===== src/rtl/core/smf_pkg.sv =====
// shared types and constants of the sliding window median filter
// no dependencies; used by every module of the block
package smf_pkg;

	localparam int LEN_BITS = 6;
	localparam logic [LEN_BITS-1:0] LEN_RESET = 6'd5;
	localparam int MAX_WINDOW_DEF = 32;
	localparam int SAMPLE_BITS_DEF = 16;

	typedef enum logic [1:0] {
		ST_IDLE,
		ST_LOAD,
		ST_SORT,
		ST_OUT
	} state_t;

	// controller to datapath
	typedef struct packed {
		logic accept;
		logic load;
		logic step;
		logic out_load;
	} cmd_t;

	// datapath to controller
	typedef struct packed {
		logic raw;
		logic last_phase;
		logic out_busy;
	} stat_t;

endpackage


===== src/rtl/core/smf_ctrl.sv =====
// controller state machine of the median filter
// depends on smf_pkg; drives the datapath through cmd_t, watches stat_t
module smf_ctrl (
	input  logic          clk,
	input  logic          arst_n,
	input  logic          s_tvalid,
	output logic          s_tready,
	input  smf_pkg::stat_t stat,
	output smf_pkg::cmd_t  cmd
);
	import smf_pkg::*;

	state_t state_q, state_nx;

	always_ff @(posedge clk or negedge arst_n) begin
		if (!arst_n) begin
			state_q <= ST_IDLE;
		end else begin
			state_q <= state_nx;
		end
	end

	always_comb begin
		state_nx = state_q;
		case (state_q)
			ST_IDLE: begin
				if (s_tvalid) state_nx = ST_LOAD;
			end
			ST_LOAD: begin
				state_nx = stat.raw ? ST_OUT : ST_SORT;
			end
			ST_SORT: begin
				if (stat.last_phase) state_nx = ST_OUT;
			end
			ST_OUT: begin
				if (!stat.out_busy) state_nx = ST_IDLE;
			end
			default: begin
				state_nx = ST_IDLE;
			end
		endcase
	end

	always_comb begin
		s_tready     = (state_q == ST_IDLE);
		cmd.accept   = (state_q == ST_IDLE) && s_tvalid;
		cmd.load     = (state_q == ST_LOAD);
		cmd.step     = (state_q == ST_SORT);
		cmd.out_load = (state_q == ST_OUT) && !stat.out_busy;
	end

endmodule


===== src/rtl/core/smf_datapath.sv =====
// datapath of the median filter: sample line, fill count, sort cells, output register
// depends on smf_pkg; sequenced by smf_ctrl
module smf_datapath #(
	parameter int MAX_WINDOW  = smf_pkg::MAX_WINDOW_DEF,
	parameter int SAMPLE_BITS = smf_pkg::SAMPLE_BITS_DEF
) (
	input  logic                            clk,
	input  logic                            arst_n,
	input  smf_pkg::cmd_t                   cmd,
	output smf_pkg::stat_t                  stat,
	input  logic signed [SAMPLE_BITS-1:0]   sample_in,
	input  logic                            cfg_we,
	input  logic [smf_pkg::LEN_BITS-1:0]    cfg_wdata,
	input  logic                            m_tready,
	output logic                            out_valid,
	output logic signed [SAMPLE_BITS-1:0]   filtered_out,
	output logic                            window_full
);
	import smf_pkg::*;

	localparam int CNT_W = $clog2(MAX_WINDOW + 1);
	localparam int IDX_W = (MAX_WINDOW > 1) ? $clog2(MAX_WINDOW) : 1;
	localparam int CMP_W = (CNT_W > LEN_BITS) ? CNT_W : LEN_BITS;
	localparam logic [CMP_W-1:0] MAX_LEN = CMP_W'(MAX_WINDOW);

	logic [LEN_BITS-1:0]           len_q;
	logic signed [SAMPLE_BITS-1:0] tap_q [MAX_WINDOW];
	logic signed [SAMPLE_BITS-1:0] key_q [MAX_WINDOW];
	logic                          pad_q [MAX_WINDOW];
	logic signed [SAMPLE_BITS-1:0] key_nx [MAX_WINDOW];
	logic                          pad_nx [MAX_WINDOW];
	logic [CNT_W-1:0]              fill_q, w_q, phase_q;
	logic signed [SAMPLE_BITS-1:0] sample_q;
	logic                          raw_q;
	logic                          out_valid_q;
	logic signed [SAMPLE_BITS-1:0] out_data_q;
	logic                          out_full_q;

	logic [CMP_W-1:0] len_ext, w_eff;
	logic [CNT_W-1:0] w_c, fill_next;
	logic [CNT_W:0]   fill_inc;
	logic [IDX_W-1:0] mid;

	// length zero acts as one, lengths past the line saturate
	always_comb begin
		len_ext   = CMP_W'(len_q);
		w_eff     = (len_ext == '0) ? CMP_W'(1) : ((len_ext > MAX_LEN) ? MAX_LEN : len_ext);
		w_c       = CNT_W'(w_eff);
		fill_inc  = {1'b0, fill_q} + (CNT_W + 1)'(1);
		fill_next = (fill_inc > {1'b0, w_c}) ? w_c : fill_inc[CNT_W-1:0];
	end

	always_ff @(posedge clk or negedge arst_n) begin
		if (!arst_n) begin
			len_q <= LEN_RESET;
		end else if (cfg_we) begin
			len_q <= cfg_wdata;
		end
	end

	always_ff @(posedge clk or negedge arst_n) begin
		if (!arst_n) begin
			fill_q <= '0;
		end else if (cmd.accept) begin
			fill_q <= fill_next;
		end
	end

	// newest sample at tap 0
	always_ff @(posedge clk) begin
		if (cmd.accept) begin
			tap_q[0] <= sample_in;
			for (int i = 1; i < MAX_WINDOW; i++) begin
				tap_q[i] <= tap_q[i-1];
			end
			sample_q <= sample_in;
			w_q      <= w_c;
			raw_q    <= (fill_next < w_c);
		end
	end

	// one odd-even transposition phase; padded cells rank above every sample
	always_comb begin
		for (int i = 0; i < MAX_WINDOW; i++) begin
			key_nx[i] = key_q[i];
			pad_nx[i] = pad_q[i];
		end
		for (int i = 0; i < MAX_WINDOW - 1; i++) begin
			if (1'(i % 2) == phase_q[0]) begin
				if ((pad_q[i] && !pad_q[i+1]) ||
				    (!pad_q[i] && !pad_q[i+1] && (key_q[i] > key_q[i+1]))) begin
					key_nx[i]   = key_q[i+1];
					key_nx[i+1] = key_q[i];
					pad_nx[i]   = pad_q[i+1];
					pad_nx[i+1] = pad_q[i];
				end
			end
		end
	end

	always_ff @(posedge clk) begin
		if (cmd.load) begin
			for (int i = 0; i < MAX_WINDOW; i++) begin
				key_q[i] <= tap_q[i];
				pad_q[i] <= (CNT_W'(i) >= w_q);
			end
		end else if (cmd.step) begin
			for (int i = 0; i < MAX_WINDOW; i++) begin
				key_q[i] <= key_nx[i];
				pad_q[i] <= pad_nx[i];
			end
		end
	end

	always_ff @(posedge clk or negedge arst_n) begin
		if (!arst_n) begin
			phase_q <= '0;
		end else if (cmd.load) begin
			phase_q <= '0;
		end else if (cmd.step) begin
			phase_q <= phase_q + CNT_W'(1);
		end
	end

	assign mid = IDX_W'(w_q >> 1);

	always_ff @(posedge clk or negedge arst_n) begin
		if (!arst_n) begin
			out_valid_q <= 1'b0;
		end else if (cmd.out_load) begin
			out_valid_q <= 1'b1;
		end else if (m_tready) begin
			out_valid_q <= 1'b0;
		end
	end

	always_ff @(posedge clk) begin
		if (cmd.out_load) begin
			out_data_q <= raw_q ? sample_q : key_q[mid];
			out_full_q <= !raw_q;
		end
	end

	always_comb begin
		stat.raw        = raw_q;
		stat.last_phase = (phase_q == w_q - CNT_W'(1));
		stat.out_busy   = out_valid_q && !m_tready;
	end

	assign out_valid    = out_valid_q;
	assign filtered_out = out_data_q;
	assign window_full  = out_full_q;

endmodule


===== src/rtl/core/sliding_window_median_filter.sv =====
// top level of the sliding window median filter
// depends on smf_pkg, smf_ctrl and smf_datapath
//
//  port group   dir  payload                          beat when
//  s_*          in   tdata: sample_in                 s_tvalid & s_tready
//  m_*          out  tdata: filtered_out, tuser: full m_tvalid & m_tready
//  cfg_*        in   window_length                    cfg_we
//
// one beat in work at a time: a raw pass-through (window still filling) goes ST_LOAD then ST_OUT;
// a median goes ST_LOAD, ST_SORT until w phases have run, then ST_OUT, w being window_length
// with zero read as one and capped at MAX_WINDOW; the odd-even transposition sort runs one phase per cycle.
// the next beat is taken while a finished result waits in the output register; a second
// result holds in ST_OUT with s_tready low until m_tready frees that register.
// arst_n clears the fill count (window empties) and sets window_length to 5.
module sliding_window_median_filter #(
	parameter int MAX_WINDOW  = smf_pkg::MAX_WINDOW_DEF,
	parameter int SAMPLE_BITS = smf_pkg::SAMPLE_BITS_DEF
) (
	input  logic                                  clk,
	input  logic                                  arst_n,
	input  logic                                  s_tvalid,
	output logic                                  s_tready,
	input  logic [((SAMPLE_BITS + 7) / 8) * 8-1:0] s_tdata,  // sample_in
	output logic                                  m_tvalid,
	input  logic                                  m_tready,
	output logic [((SAMPLE_BITS + 7) / 8) * 8-1:0] m_tdata,  // filtered_out
	output logic                                  m_tuser,  // window_full
	input  logic                                  cfg_we,
	input  logic [smf_pkg::LEN_BITS-1:0]          cfg_wdata
);
	import smf_pkg::*;

	localparam int TDATA_W = ((SAMPLE_BITS + 7) / 8) * 8;

	cmd_t  cmd;
	stat_t stat;
	logic signed [SAMPLE_BITS-1:0] sample_in;
	logic signed [SAMPLE_BITS-1:0] filtered_out;

	assign sample_in = s_tdata[SAMPLE_BITS-1:0];

	smf_ctrl u_ctrl (
		.clk      (clk),
		.arst_n   (arst_n),
		.s_tvalid (s_tvalid),
		.s_tready (s_tready),
		.stat     (stat),
		.cmd      (cmd)
	);

	smf_datapath #(
		.MAX_WINDOW  (MAX_WINDOW),
		.SAMPLE_BITS (SAMPLE_BITS)
	) u_datapath (
		.clk          (clk),
		.arst_n       (arst_n),
		.cmd          (cmd),
		.stat         (stat),
		.sample_in    (sample_in),
		.cfg_we       (cfg_we),
		.cfg_wdata    (cfg_wdata),
		.m_tready     (m_tready),
		.out_valid    (m_tvalid),
		.filtered_out (filtered_out),
		.window_full  (m_tuser)
	);

	assign m_tdata = TDATA_W'($unsigned(filtered_out));

endmodule


===== config.mk =====
export PLATFORM = sky130hd
export DESIGN_NAME = sliding_window_median_filter
export DESIGN_NICKNAME = d
export VERILOG_FILES = /design/src/rtl/core/smf_pkg.sv /design/src/rtl/core/smf_ctrl.sv /design/src/rtl/core/smf_datapath.sv /design/src/rtl/core/sliding_window_median_filter.sv
export SDC_FILE = /design/constraint.sdc
export NUM_CORES = 2
export LEC_CHECK = 0
export BUFFER_PORTS_ARGS = -buffer_cell sky130_fd_sc_hd__buf_2
export CAP_MARGIN = 30
export CELL_PAD_IN_SITES_DETAIL_PLACEMENT = 1
export CELL_PAD_IN_SITES_GLOBAL_PLACEMENT = 1
export CORE_ASPECT_RATIO = 0.6
export CORE_MARGIN = 2
export CORE_UTILIZATION = 42
export CTS_CLUSTER_SIZE = 30
export DETAILED_ROUTE_END_ITERATION = 6
export PLACE_DENSITY = 0.74
export SETUP_SLACK_MARGIN = 0.2
export SYNTH_ARGS = -nofsm -noshare
export SYNTH_HDL_FRONTEND = slang
export SYNTH_HIERARCHICAL = 1
export SYNTH_SLANG_ARGS = --single-unit

===== constraint.sdc =====
create_clock -name clk -period 15.8 [get_ports clk]
set_clock_uncertainty 0.05 [all_clocks]
set_input_delay 3.16 -clock clk [delete_from_list [all_inputs] [get_ports clk]]
set_output_delay 3.16 -clock clk [all_outputs]
set_load 0.05 [all_outputs]

==> impl_metrics.toml <==
[floorplan]
fp.coreArea_um2 = 158000
dieArea_um2 = 162000
rows = 113
chipHeight_um = 313
start_util = 0.423
fp.dieW_um = 519
io_pins = 46

[placed_design]
preCtsSetupSlack_ps = 8880
gp_congestion = 0.919
dp_hpwl_um = 176000
portBuffers = 45
postPlaceCellArea_um2 = 69400

[drt]
num_vias = 51600
drtIter0Drc = 7473
firstDrtPassIters = 5
drc = 0
drt-total-wl_um = 241000
wire_per_inst_um = 30.6
avgViaCountPerCell = 6.54
postRouteAntennaNets = 0

[sta]
hold_violations = 0
period_needed_ps = 5950
maxClockFrequency_ghz = 0.168
worst_slew_pin_slew_ps = 1120
timing.final.crit_share = 0.377
layout_setup_ws_ps = 9850
report.final.slew_viol_count = 0
whs_ps = 378
final.setup.tns_ps = 0
finalSetupViolCount = 0
slew_headroom = 0.252
rsz0062_at_grt = "no"

[worst_setup_path]
cp-end-kind = "flip-flop"
cp.required_ps = 16130
path_max_fanout = 100
worstSetupPathType = "primary input to flip-flop"
rrSetupSlack_ps = 11120
cp_data_arrival_time_ps = 6280
start_kind = "primary input"

[cts]
htreeDepth = 3
postCtsSetupBuffers = 0
hold_buffers = 0
post_cts_resized = 0
cts_buffer_depth = 3
cts_tree = "done"
cts-root-buf = "clkbuf_16"
insertion_delay_ps = 770
cts.sinks = 1106
cts_made_buffers = 108
clk_pin_slew_ps = 70

[synth]
yosys.area.top_type_share = 0.485
ys_seq_area_frac = 0.495
synth-main-ff-cell = "edfxtp_1"
synth_edf_count = 1080
postSynth.asyncResetShare = 0.0190
yosysUniqueCellTypes = 90
synth_area_leaders = "edfxtp_1, ha_1, mux2i_1"
yosys_warnings = 6
netlist_area_um2 = 66900
synth_cells = 5695
syn_nets = 6239
yosys.area.top_type = "edfxtp_1"
ys_ff_latch = 1106
avgSynthCellArea_um2 = 11.7

[status]
status = "finished, final reports clean"

[final_layout]
final_cell_mix = "edfxtp_1, inv_1, nand2_1"
design_area_um2 = 73200
drive_gt1_frac = 0.111
final_common_cell = "edfxtp_1"
area_delta_synth_final_pct = 9.52
nNetsFinal = 6198

[global_routing]
grt_overflow_total = 0
grt_pass1_vias = 50400
antenna_found_initial = 20
grt_util_all_layers = 0.291
grt_max_degree = 167
grt_pass1_wl_um = 353000

[run]
drv_cap = 0

[worst_hold_path]
hold_class = "flip-flop to flip-flop"
==> state kept, by name (all words and copies together), names as in the netlist, 2 cells and up, named ones only <==
register and cells:
u_datapath/filtered_out 16, u_datapath/key_q 512, u_datapath/w_q 6, u_datapath/phase_q 6, u_datapath/fill_q 6, u_datapath/sample_q 15, u_ctrl/state_q 2, u_datapath/tap_q 497
u_datapath/pad_q 32, u_datapath/len_ext 6
==> worst paths after layout <==
kind,start,depth (start not counted),end
worst max-delay path,s_tvalid,5,u_datapath/tap_q[3][35]
worst min-delay path,u_datapath/tap_q[2][126],0,u_datapath/tap_q[3][14]
worst max register to register,u_datapath/key_q[27][15],10,u_datapath/key_q[26][15]
worst min register to register,u_datapath/tap_q[2][126],0,u_datapath/tap_q[3][14]
max in group asynchronous,arst_n,1,u_datapath/phase_q[0]
min in group asynchronous,arst_n,1,u_datapath/phase_q[1]
==> metal layers <==
layer / share of wire / up-vias / GRT usage
li1: - / 21800 / -
met1: 0.46 / 26600 / 0.465
met2: 0.38 / 2936 / 0.369
met3: 0.15 / 225 / 0.109
met4: 0.015 / 14 / 0.0449
met5: 0.00042 / - / 0
==> logic make-up after synthesis <==
logic type	after synthesis	synth area share
flip-flops	1106	0.495
buffers and inverters	879	0.0524
multiplexers	663	0.130
adder cells (fa/ha/maj)	517	0.0968
AND/OR/NAND/NOR	1203	0.0839
AO/OA/AOI/OAI	1297	0.139
XOR/XNOR	30	0.00393
==> metrics by stage <==
| stage | std cells | utilization |
|---|---|---|
| detailed placement | 7659 | 0.439 |
| global route | 7874 | 0.463 |
| global placement | 7650 | 0.438 |
| floorplan | 5695 | - |
| finish | 7879 | 0.463 |
| CTS | 7862 | 0.461 |
==> cell usage after synthesis (33+ instances only) <==
cell,count
mux4_2,160
nor2_1,154
a221oi_1,80
mux2i_1,485
o31ai_1,41
o211ai_1,47
a21o_1,53
nand4_1,111
ha_1,517
buf_2,65
nor2b_1,34
inv_1,578
nor3_1,81
a22o_1,33
o221ai_1,111
nand2_1,576
a22oi_1,80
clkbuf_1,179
edfxtp_1,1080
and2_1,40
o221ai_2,80
nand3_1,90
a21oi_1,362
o21ai_0,218
==> critical path, cell delays in order <==
cell and delay (ps):
buf_2 170, and2_4 570, buf_12 490, buf_4 840
buf_4 890
==> area by class of cell <==
| cell class | instances | area, um2 |
|---|---|---|
| timing repair buffer | 148 | 1290 |
| inverter | 580 | 2180 |
| fill | 16600 | 85000 |
| tap | 2127 | 2660 |
| clock inverter | 76 | 718 |
| multi-input combinational | 3710 | 30500 |
| sequential | 1106 | 33100 |
| clock buffer | 127 | 2840 |
| antenna | 5 | 12.5 |
Power is left out: the tool's default activity adds up to more than one toggle a clock period on the data nets, which glitch-free logic cannot reach.
